File: config.mk
export PLATFORM = sky130hd
export DESIGN_NAME = sra_ram
export DESIGN_NICKNAME = d
export VERILOG_FILES = /design/src/assert_macros.svh /design/src/sra_ram.sv
export SDC_FILE = /design/constraint.sdc
export NUM_CORES = 1
export LEC_CHECK = 0
export BUFFER_PORTS_ARGS = -buffer_cell sky130_fd_sc_hd__buf_2
export CAP_MARGIN = 20
export CORE_AREA = 2 2 273 275
export DETAILED_ROUTE_END_ITERATION = 10
export DIE_AREA = 0 0 275 277
export PLACE_DENSITY = 0.81
export SLEW_MARGIN = 10
export SYNTH_ARGS = -nofsm -noshare
export SYNTH_HDL_FRONTEND = slang
export SYNTH_SLANG_ARGS = --single-unit
File: constraint.sdc
create_clock -name clock -period 3 [get_ports clock]
set_clock_uncertainty 0.2 [all_clocks]
set_input_delay 0.45 -clock clock [delete_from_list [all_inputs] [get_ports clock]]
set_output_delay 0.45 -clock clock [all_outputs]
set_load 0.1 [all_outputs]
File: src/assert_macros.svh
// assertion helpers for the RTL
`ifndef ASSERT_MACROS_SVH
`define ASSERT_MACROS_SVH

// expr holds at every clock edge outside reset
`define SRA_ASSERT_HOLDS(label, clk, rst, expr) \
   label: assert property (@(posedge clk) disable iff (rst) (expr)) \
      else $error("assertion failed: invariant");

// cond implies expr in the same cycle
`define SRA_ASSERT_IMPL(label, clk, rst, cond, expr) \
   label: assert property (@(posedge clk) disable iff (rst) (cond) |-> (expr)) \
      else $error("assertion failed: implication");

// cond implies expr in the next cycle
`define SRA_ASSERT_NEXT(label, clk, rst, cond, expr) \
   label: assert property (@(posedge clk) disable iff (rst) (cond) |=> (expr)) \
      else $error("assertion failed: next cycle");

`endif

File: src/sra_ram.sv
module sra_ram #(
   parameter int WIDTH = 16,
   parameter int DEPTH = 64,
   parameter int AW    = (DEPTH > 1) ? $clog2(DEPTH) : 1
) (
   input  logic             clock,
   input  logic             wr_en,
   input  logic [AW-1:0]    wr_addr,
   input  logic [WIDTH-1:0] wr_data,
   input  logic [AW-1:0]    rd_addr,
   output logic [WIDTH-1:0] rd_data
);

   logic [WIDTH-1:0] mem [DEPTH];
   logic [WIDTH-1:0] rd_data_ff;

   always_ff @(posedge clock) begin
      if (wr_en) begin
         mem[wr_addr] <= wr_data;
      end
      rd_data_ff <= mem[rd_addr];
   end

   assign rd_data = rd_data_ff;

endmodule

==> impl_metrics.toml <==
[timing]
timing.final.hold_violations = 0
fin_crit_sh_pct = 77.7
fin_hold_ws_ns = 0.0207
tightestPinTransition_ns = 1.07
rsz0062_at_grt = "no"
fmax_mhz = 429
period_minus_slack_ns = 2.33
final_max_slew_viol_count = 0
setup-tns-final_ns = 0
relSlewSlack_pct = 28.6
setup_viol = 0

[finish]
drive_gt1_share_pct = 28.4
area_growth_pct = 13.2
nets = 2072

[synth]
synth_area_leaders = "edfxtp_1, mux4_2, mux2i_1"
yosys.area.top_type_share_pct = 76.8
ys_ff_latch = 1040
muxShareOfSynthArea_pct = 15.5
synthAdderAreaFrac_pct = 0
syn_inst = 1829
ys_types = 43
synth-simple-area-share_pct = 2.65
syn_avg_cell_area_um2 = 21.9
synth_edf_count = 1024
synthesis.area_mm2 = 0.0400
synthArstFlopShare_pct = 0
synth_compound_area_share_pct = 2.41
synth_top_family_by_area = "multiplexers"
synthXorXnorAreaFrac_pct = 0
yosysWarnings = 0
synth_top_area_cell = "edfxtp_1"
seq_area_frac_synth_pct = 77.6
synth_flop_cell = "edfxtp_1"
synth_nets = 1859

[worst_setup_path]
crit_arrival_ns = 2.66
crit_type = "primary input to register"
startpoint_type = "primary input"
path_max_fanout = 30
end_kind = "register"
crit_required_ns = 3.33

[status]
status = "complete, no violations"

[clock_network]
clk-insertion-delay-late_ns = 0.65
cts.sinks = 1040
root_buffer = "clkbuf_16"
postCtsHoldBufs = 0
htree_num_levels = 3
cts_resized = 0
path_clk_slew_ns = 0.06
cts_tree = "yes"
cts_made_buffers = 95
cts_setup_buffers = 0
clock_path_buffers = 3

[die]
die_y_um = 277
start_util_pct = 54.4
core_area_mm2 = 0.0736
die_x_um = 275
ioPinCount = 46
fp.dieArea_mm2 = 0.0762
row_count = 100

[global_routing]
grt.met2_usage_pct = 40.9
grt_use_met3_pct = 5.52
antenna_found_initial = 12
met1_usage_pct = 33.3
grt_pass1_wl_um = 139000
grt_max_degree = 65
busiest_layer = "met2"
grt_usage_pct = 25.4
first_global_vias = 20600
grt_remaining_overflow = 0

[routing]
post_drt_via_cell_ratio = 6.56
routed_wl_um = 96300
via_count = 20300
drc = 0
antenna_left = 0
wl_per_cell_um = 31.2
first_iter_violations = 2881
drt-pass1-iter-count = 6

[placement]
dpl.hpwl_um = 55600
portBuffers = 45
gp_congestion = 0.857

[power]
p_leak_nw = 14.5
worst_ir_drop_vdd_mv = 0.578
cellPowerDensity_mw_per_mm2 = 653

[flow_run]
cap_viol_max_count = 0

[hold_path]
hp-class = "primary input to register"
==> stage by stage <==
stage	power (mW)	area (um2)	utilization (%)	instances	setup slack [ns]
after floorplan	17.5	40000	-	1829	0.315
after global placement	18.1	42300	57.5	2913	0.0986
after detailed placement	18.2	42300	57.5	2913	0.0817
after CTS	29.7	45300	61.5	3083	0.738
after global routing	30.3	45300	61.6	3086	0.642
final	29.6	45300	61.6	3093	0.669
==> layer usage <==
metal	share of wire (%)	wire length, um
met1	35	33600
met2	50	47700
met3	11	10100
met4	5.0	4840
met5	0.088	85
==> cells in the mapped netlist (3+ instances only) <==
| cell type | instances |
|---|---|
| nand4_1 | 12 |
| mux4_1 | 4 |
| nor4_2 | 3 |
| a221oi_1 | 16 |
| mux2_2 | 27 |
| buf_1 | 3 |
| nand2b_1 | 3 |
| nand2_1 | 59 |
| o21ai_1 | 3 |
| clkbuf_1 | 24 |
| nand3_1 | 24 |
| nor2b_1 | 30 |
| a31oi_1 | 8 |
| a22oi_1 | 39 |
| buf_8 | 3 |
| buf_12 | 5 |
| o21ai_0 | 5 |
| edfxtp_1 | 1024 |
| a21oi_1 | 17 |
| nor2_1 | 72 |
| a211o_1 | 8 |
| a211oi_1 | 8 |
| buf_2 | 36 |
| buf_4 | 13 |
| mux2i_1 | 85 |
| a22o_1 | 6 |
| a221o_1 | 6 |
| a41oi_1 | 5 |
| dfxtp_1 | 16 |
| mux4_2 | 220 |
| a311oi_1 | 8 |
| and4_1 | 5 |
| buf_6 | 17 |
==> area by class of cell <==
cell class | count | area, um2
diodes | 9 | 22.5
clock buffers | 118 | 2510
clock inverters | 52 | 450
fillers | 4723 | 28300
multi-input cells | 685 | 8250
flip-flops and latches | 1040 | 31100
well taps | 969 | 1210
repair buffers | 220 | 1800
==> critical path: stages <==
cell      delay (ns)
clkbuf_8        0.35
buf_4           0.42
mux2i_1         0.14
a221oi_1        0.76
a221oi_1        0.21
a311oi_1        0.32
==> cells in the final DEF, fill, tap and decap left out, types with 27 or more instances in the layout <==
cell / instances
a22oi_1: 39
buf_2: 41
buf_4: 157
clkbuf_16: 97
edfxtp_1: 1024
mux2_2: 27
mux2i_1: 85
mux4_2: 220
nand2_1: 59
nor2_1: 72
nor2b_1: 30
==> power by group <==
part | internal [mW] | switching (mW) | leakage, nW
clock | 6.59 | 5.07 | 1.44
combinational | 0.610 | 1.18 | 3.75
sequential | 16.1 | 0.0551 | 9.35
total | 23.3 | 6.30 | 14.5
==> worst paths after layout <==
path	slack, ns	end	start	cells after the start
max	0.67	rd_data[3]	rd_addr[2]	6
min	0.02	mem[33][15]	wr_data[15]	1
max reg2reg	0.76	rd_data[11]	mem[23][11]	5
min reg2reg	0.68	rd_data[10]	mem[63][10]	5
==> state kept, by name (all words and copies together), names as in the netlist <==
| name | flops |
|---|---|
| mem | 1024 |
| rd_data | 16 |
==> cell families (layout without fill, tap and decap cells) <==
group,after synthesis,count (layout)
flops,1040,1040
other cells,0,9
mux,336,336
buf+inv,104,390
simple gates,220,220
compound gates,129,129
Note: power is estimated with default switching activity, not from simulation.
