[config.mk]
export PLATFORM = sky130hd
export DESIGN_NAME = sra_div
export DESIGN_NICKNAME = d
export VERILOG_FILES = /design/src/assert_macros.svh /design/src/sra_pkg.sv /design/src/sra_div.sv
export SDC_FILE = /design/constraint.sdc
export NUM_CORES = 1
export LEC_CHECK = 0
export BUFFER_PORTS_ARGS = -buffer_cell sky130_fd_sc_hd__buf_4
export CAP_MARGIN = 30
export CORE_ASPECT_RATIO = 0.6
export CORE_MARGIN = 2
export CORE_UTILIZATION = 31
export CTS_BUF_LIST = sky130_fd_sc_hd__clkbuf_8
export DETAILED_ROUTE_END_ITERATION = 7
export RECOVER_POWER = 100
export REMOVE_ABC_BUFFERS = 1
export SLEW_MARGIN = 5
export SYNTH_ARGS = -nofsm -noshare
export SYNTH_HDL_FRONTEND = slang
export SYNTH_SLANG_ARGS = --single-unit
[constraint.sdc]
create_clock -name clock -period 2.6 [get_ports clock]
set_input_delay 0.52 -clock clock [delete_from_list [all_inputs] [get_ports clock]]
set_output_delay 0.52 -clock clock [all_outputs]
set_load 0.01 [all_outputs]
[src/assert_macros.svh]
// assertion helpers for the RTL
`ifndef ASSERT_MACROS_SVH
`define ASSERT_MACROS_SVH

// expr holds at every clock edge outside reset
`define SRA_ASSERT_HOLDS(label, clk, rst, expr) \
   label: assert property (@(posedge clk) disable iff (rst) (expr)) \
      else $error("assertion failed: invariant");

// cond implies expr in the same cycle
`define SRA_ASSERT_IMPL(label, clk, rst, cond, expr) \
   label: assert property (@(posedge clk) disable iff (rst) (cond) |-> (expr)) \
      else $error("assertion failed: implication");

// cond implies expr in the next cycle
`define SRA_ASSERT_NEXT(label, clk, rst, cond, expr) \
   label: assert property (@(posedge clk) disable iff (rst) (cond) |=> (expr)) \
      else $error("assertion failed: next cycle");

`endif

[src/sra_pkg.sv]
package sra_pkg;

   localparam int DATA_W = 16;
   localparam int STAT_W = 3;

   localparam logic [STAT_W-1:0] STAT_NORMAL  = 3'd0;
   localparam logic [STAT_W-1:0] STAT_HOT     = 3'd1;
   localparam logic [STAT_W-1:0] STAT_COLD    = 3'd2;
   localparam logic [STAT_W-1:0] STAT_UNKNOWN = 3'd3;
   localparam logic [STAT_W-1:0] STAT_STORED  = 3'd4;
   localparam logic [STAT_W-1:0] STAT_FULL    = 3'd5;

   localparam logic OP_LOAD   = 1'b0;
   localparam logic OP_SAMPLE = 1'b1;

   localparam logic REG_MAX_TEMP = 1'b0;
   localparam logic REG_MIN_TEMP = 1'b1;

   localparam logic signed [DATA_W-1:0] MAX_TEMP_RESET = 16'sd2500;
   localparam logic signed [DATA_W-1:0] MIN_TEMP_RESET = 16'sd1000;

   typedef enum logic [2:0] {
      ST_IDLE,
      ST_SEARCH,
      ST_UPDATE,
      ST_SUM,
      ST_CMP,
      ST_DIV,
      ST_DONE
   } state_type;

endpackage

[src/sra_div.sv]
module sra_div #(
   parameter int SUM_W = 20,
   parameter int CNT_W = 3
) (
   input  logic                            clock,
   input  logic                            reset,
   input  logic                            start,
   input  logic signed [SUM_W-1:0]         dividend,
   input  logic        [CNT_W-1:0]         divisor,
   output logic                            done,
   output logic signed [sra_pkg::DATA_W-1:0] quotient
);

   localparam int STEP_W = $clog2(SUM_W + 1);

   logic              busy_ff, busy_in;
   logic              done_ff, done_in;
   logic [STEP_W-1:0] step_ff, step_in;
   logic              neg_ff, neg_in;
   logic [SUM_W-1:0]  quo_ff, quo_in;
   logic [CNT_W-1:0]  rem_ff, rem_in;
   logic [CNT_W-1:0]  dvs_ff, dvs_in;
   logic [CNT_W:0]    trial;
   logic [SUM_W-1:0]  signed_quo;

   always_comb begin
      busy_in = busy_ff;
      done_in = 1'b0;
      step_in = step_ff;
      neg_in  = neg_ff;
      quo_in  = quo_ff;
      rem_in  = rem_ff;
      dvs_in  = dvs_ff;
      trial   = {rem_ff, quo_ff[SUM_W-1]};
      if (start) begin
         busy_in = 1'b1;
         step_in = STEP_W'(SUM_W);
         neg_in  = dividend[SUM_W-1];
         quo_in  = dividend[SUM_W-1] ? SUM_W'(-dividend) : SUM_W'(dividend);
         rem_in  = '0;
         dvs_in  = divisor;
      end else if (busy_ff) begin
         if (trial >= {1'b0, dvs_ff}) begin
            rem_in = CNT_W'(trial - {1'b0, dvs_ff});
            quo_in = {quo_ff[SUM_W-2:0], 1'b1};
         end else begin
            rem_in = CNT_W'(trial);
            quo_in = {quo_ff[SUM_W-2:0], 1'b0};
         end
         step_in = step_ff - STEP_W'(1);
         if (step_ff == STEP_W'(1)) begin
            busy_in = 1'b0;
            done_in = 1'b1;
         end
      end
   end

   always_ff @(posedge clock) begin
      if (reset) begin
         busy_ff <= 1'b0;
         done_ff <= 1'b0;
      end else begin
         busy_ff <= busy_in;
         done_ff <= done_in;
      end
      step_ff <= step_in;
      neg_ff  <= neg_in;
      quo_ff  <= quo_in;
      rem_ff  <= rem_in;
      dvs_ff  <= dvs_in;
   end

   assign signed_quo = neg_ff ? (~quo_ff + SUM_W'(1)) : quo_ff;
   assign quotient   = signed_quo[sra_pkg::DATA_W-1:0];
   assign done       = done_ff;

endmodule

==> run metrics, run 1 <==
crit-path cells=or3_1 > or4_1 > o21ai_0 > xnor2_1 > buf_4; Hold WS=390 ps; port bufs=42; root buffer cell=clkbuf_8; critical path type=flop to primary output; largest net degree at the start of global routing=33; crit end category=primary output; Sw Ratio=29.7%; RSZ-0062 raised after global routing=no; Worst Path Max Fanout=4; fin crit share=97.0%; Area Growth Syn to Fin=21.8%; layout cells sized above 1=17.1%; status=finished, final reports clean; drt total wl=5650 um; Clock H-tree levels=2; routed length per instance=14.7 um; Seq/Total Area, Yosys=40.7%; CTS max path bufs=2; routability cong.=0.832; Max-Cap Viols=0; maximum VDD drop=0.000287 V; DRC=0; Switching Power=0.469 mW; Required @ worst endpoint=2080 ps; first-pass GRT wire length=9050 um; final worst path period need=2520 ps; Avg Cell Area, Syn=9.17 um^2; crit path DAT=2000 ps; combinational power share=24.4%; IO Count=43; Initial Utilization=31.6%; Clock Latency Late Sink=280 ps; GRT Residual Overflow=0; Register Area=921 um^2; TritonCTS clock tree=built; Post-Synth Simple-Gate Area=21.5%; XOR/XNOR share of the synthesized area=12.0%; Worst Setup Start Kind=flop; multi-input logic area=1240 um^2; pwr dens=572 nW/um^2; Final Core Density=38.4%; main combinational cell family by area after synthesis=simple AND/OR/NAND/NOR gates; hold crit path type=input port to flop; design area=2760 um^2; full die area=8030 um^2; DP Area=2680 um^2; CP peak stage delay=420 ps; core footprint=7180 um^2; Seq pwr share=45.0%; Rel. slew slack=7.62%; number of flops mapped to enable cells by yosys=24; Fin Clk Skew=7.45 ps; commonest non-fill, non-tap cell in the layout=buf_4; worst slew pin tran=1390 ps; TritonCTS Buffers=5; complex-gate fraction of the synthesized area=14.4%; CP max stage cell=edfxtp_1; Power Internal=1.11 mW; initial antenna violation count=0; # setup viols final=0; cts hold-fix bufs=0; Total GRT Usage=14.6%; Initial DRC Count=103; die width=114 um; area leader, netlist=edfxtp_1; vias in the first global route=1709; post-synthesis async set-or-reset flop share=0%; Fill cells=734; number of routed nets with antenna violations=0; total number of vias=1943; vias per cell=5.06; Fin. Hold Viols=0; YS warnings=0; Max Slew Vio Count=0; n_diodes=0; top cells by area, synth=edfxtp_1 (32%), dfxtp_1 (8.8%), xnor2_1 (7.0%); Post-synth top flop=edfxtp_1; CP delay by family, top=simple AND/OR/NAND/NOR gates; drt pass-1 iters=4; fin nets=326; Clk pin slew, worst setup/hold paths=70 ps; fin worst setup slack=78.3 ps; Post-Synthesis Cells=247; Leakage Power=1.02 nW; FF+latch count, synth=34; Rows=24; Post-Synth Adder-Cell Area=4.75%; Max Fclk=397 MHz; post-synth top area share=31.8%; synthesized area=2260 um^2; multiplexer share of the synthesized area=1.82%; Setup WS pre-CTS=158 ps; placed wire-length estimate=4220 um; most frequent cells in the layout=buf_4 (29), nor2_1 (24), edfxtp_1 (24), xnor2_1 (18), nand2_1 (17); Die H=70.2 um; Netlist cell types=44; Post-Route Setup TNS=0 ps; CP bufs+invs=1; clk sinks=34; Clock Power Share=30.6%
## repair_timing
action,in CTS,in global routing
gates cloned,0,0
gates resized for setup,0,1
endpoints found under the setup margin,1,2
setup buffers,1,2
## cell type report
type | instances | share of cell area [%]
well taps | 91 | 4.13
flip-flops and latches | 34 | 33.4
inverters | 16 | 2.18
clock buffers | 5 | 2.49
repair buffers | 50 | 11.5
clock inverters | 3 | 1.45
multi-input cells | 185 | 44.9
## logic make-up after synthesis
family,after synthesis
XOR/XNOR,31
AO/OA/AOI/OAI,50
adder cells (fa/ha/maj),8
AND/OR/NAND/NOR,92
multiplexers,4
flip-flops,34
buffers and inverters,28
## Yosys cell counts, drive strengths merged (3+ instances only)
master / instances
or4: 7
nor2: 24
o41ai: 6
o21ai: 9
xor2: 13
dfxtp: 10
o31ai: 11
xnor2: 18
edfxtp: 24
nand2b: 4
nor4: 3
a21oi: 15
nand2: 17
nand3: 6
or3: 8
nor3: 8
inv: 16
clkbuf: 7
mux2i: 3
ha: 7
buf: 5
## worst paths after layout
check / from / endpoint / slack, ps / cells past startpoint
worst max-delay path: quo_ff[9] / quotient[13] / 80 / 5
worst min-delay path: reset / busy_ff / 390 / 2
worst max register to register: quo_ff[19] / rem_ff[0] / 480 / 7
worst min register to register: rem_ff[2] / rem_ff[2] / 470 / 2
## power groups by stage
stage	combinational [mW]	sequential [mW]	clock, mW
after floorplan	0.219	0.706	0
after global placement	0.393	0.723	0
after detailed placement	0.400	0.725	0
after CTS	0.406	0.711	0.496
after global routing	0.429	0.719	0.521
final	0.384	0.710	0.482
## flip-flops by register name, indices dropped and copies added (netlist names)
register  cells
step_ff       5
busy_ff       1
dvs_ff        3
done          1
quo_ff       20
neg_ff        1
rem_ff        3
## layer usage
layer	GRT usage, %	vias up	part of all wire, %
li1	-	986	-
met1	23.2	904	53
met2	19.3	48	41
met3	2.86	5	5.8
met4	4.47	0	1.1
met5	0	-	0
## metrics by stage
step | std cells | total power, mW
4_1_cts | 382 | 1.61
2_1_floorplan | 235 | 0.925
6_report | 384 | 1.58
3_3_place_gp | 373 | 1.12
5_1_grt | 384 | 1.67
3_5_place_dp | 373 | 1.12
Power figures use the tool's default switching activity.
==> run 2, diff against run 1 <==
--- a/config.mk
+++ b/config.mk
@@ -12,6 +12,7 @@
 export CORE_UTILIZATION = 31
 export CTS_BUF_LIST = sky130_fd_sc_hd__clkbuf_8
 export DETAILED_ROUTE_END_ITERATION = 7
+export PLACE_DENSITY = 0.6
 export RECOVER_POWER = 100
 export REMOVE_ABC_BUFFERS = 1
 export SLEW_MARGIN = 5
==> constraint.sdc (replaced) <==
create_clock -name clock -period 2.6 [get_ports clock]
set_input_delay 0.52 -clock clock [delete_from_list [all_inputs] [get_ports clock]]
set_output_delay 0.52 -clock clock [all_outputs]
set_load 0.05 [all_outputs]
==> run 2 against run 1 <==
Net effect:
- worst setup slack gained 18 ps
- core utilization grew 0.63 points
- routed wire length is essentially flat
- total power grew 8.9%
- final area grew 1.6%
- count of clock-buffer cells in the layout grew 3
- sequential share of layout area shrank 0.54 points
- critical endpoint unchanged
==> run metrics, run 2 (same netlist as run 1, synthesis figures left out) <==
status=finished, final reports clean; Clock H-tree levels=2; worst slew pin tran=1150 ps; Rel. slew slack=23.1%; maximum VDD drop=0.000191 V; Worst Setup Start Kind=flop; clk sinks=34; IO Count=43; Max Fclk=399 MHz; # setup viols final=0; Worst R2R Path Depth=7; first-pass GRT wire length=9070 um; final worst path period need=2500 ps; hold wc startpoint=reset; worst flop-to-flop path endpoint=rem_ff[0]; Inst Count DP=376; port bufs=42; number of flip-flops in the largest register=20; Initial Utilization=31.6%; Leakage Power=1.06 nW; Hold WS=401 ps; Worst Path Max Fanout=2; initial antenna violation count=0; die width=114 um; fin crit share=96.3%; biggest regs=quo_ff (20), step_ff (5); drt pass-1 iters=4; worst r2r src=quo_ff[19]; RSZ-0062 raised after global routing=yes; CTS max path bufs=2; Rows=24; core footprint=7180 um^2; number of routed nets with antenna violations=0; n_diodes=0; layout cells sized above 1=20.9%; Clock Latency Late Sink=290 ps; Area Growth Syn to Fin=23.8%; TritonCTS clock tree=built; hold crit path type=input port to flop; hold path endpoint=busy_ff; Final Core Density=39.1%; Die H=70.2 um; total number of vias=1972; final std cells w/o fill=388; Fin Clk Skew=5.70 ps; Required @ worst endpoint=2080 ps; vias per cell=5.08; routability cong.=0.782; vias in the first global route=1722; Largest Register=quo_ff; Max Slew Vio Count=0; largest net degree at the start of global routing=29; Post-Route Setup TNS=0 ps; Clk pin slew, worst setup/hold paths=70 ps; Initial DRC Count=96; Fin. Hold Viols=0; routed length per instance=14.6 um; root buffer cell=clkbuf_8; setup slack, reg-to-reg=420 ps; Total GRT Usage=14.5%; Fill cells=719; most frequent cells in the layout=buf_4 (33), nor2_1 (24), edfxtp_1 (24), xnor2_1 (18), nand2_1 (17); critical path type=flop to primary output; DRC=0; pwr dens=612 nW/um^2; TritonCTS Buffers=5; full die area=8030 um^2; drt total wl=5650 um; Max-Cap Viols=0; crit end category=primary output; crit path DAT=1980 ps; GRT Residual Overflow=0; commonest non-fill, non-tap cell in the layout=buf_4; fin nets=330; hold depth=2; placed wire-length estimate=4210 um
==> run 2: changes by cell type in the layout (fill, tap and decap cells not counted), sizes merged <==
cell    delta
clkbuf     +2
clkinv     -2
bufinv     -1
buf        +5
==> run 2: cell type report <==
class | count | area, um^2 | area share, %
Timing Repair Buffer | 54 | 352 | 12.5
Multi-Input combinational cell | 185 | 1250 | 44.5
Tap cell | 91 | 114 | 4.06
Clock buffer | 8 | 110 | 3.93
Sequential cell | 34 | 921 | 32.8
Inverter | 16 | 60.1 | 2.14
==> run 2: repair_timing <==
item | 4_1_cts | 5_1_grt
buffers inserted | 2 | 2
endpoints found under the setup margin | 3 | 6
pin swaps | 0 | 1
hold buffers | 0 | 0
resized for setup | 1 | 5
==> run 2: worst max path at each step <==
stage	slack (ps)	end	depth (start not counted)	startpoint
after detailed placement	130	quo_ff[14]	7	dividend[0]
after floorplan	-90	quotient[14]	6	quo_ff[0]
final	100	quotient[13]	5	quo_ff[9]
after CTS	10	quotient[13]	5	quo_ff[9]
after global routing	-10	quotient[11]	7	quo_ff[3]
after global placement	170	quo_ff[15]	5	dividend[6]
==> run 2: stage by stage <==
step,setup WS (ps),power [mW],cell area [um^2]
floorplan,-86.2,1.07,2210
global placement,170,1.27,2700
global route,-11.2,1.81,2800
detailed placement,134,1.28,2700
finish,96.6,1.72,2800
CTS,11.5,1.75,2840
==> run 2: routing by layer <==
metal / up-vias / global-route usage [%] / routed length [um]
met5: - / 0 / 0
met2: 56 / 18.7 / 2340
met1: 909 / 23.7 / 2850
li1: 1000 / - / -
met3: 7 / 2.78 / 395
met4: 0 / 4.20 / 61
==> run 2: critical path, cell delays in order, from the launching register on <==
cell and delay (ps):
edfxtp_1 390, or3_1 400, or4_1 400, o21ai_1 160
xnor2_1 140, buf_4 220
==> run 2: power by group <==
part / total, mW / switching (mW) / leakage (nW) / internal (mW)
clock: 0.460 / 0.192 / 0.0575 / 0.267
sequential: 0.706 / 0.0568 / 0.319 / 0.649
combinational: 0.551 / 0.362 / 0.682 / 0.190
total: 1.72 / 0.611 / 1.06 / 1.11
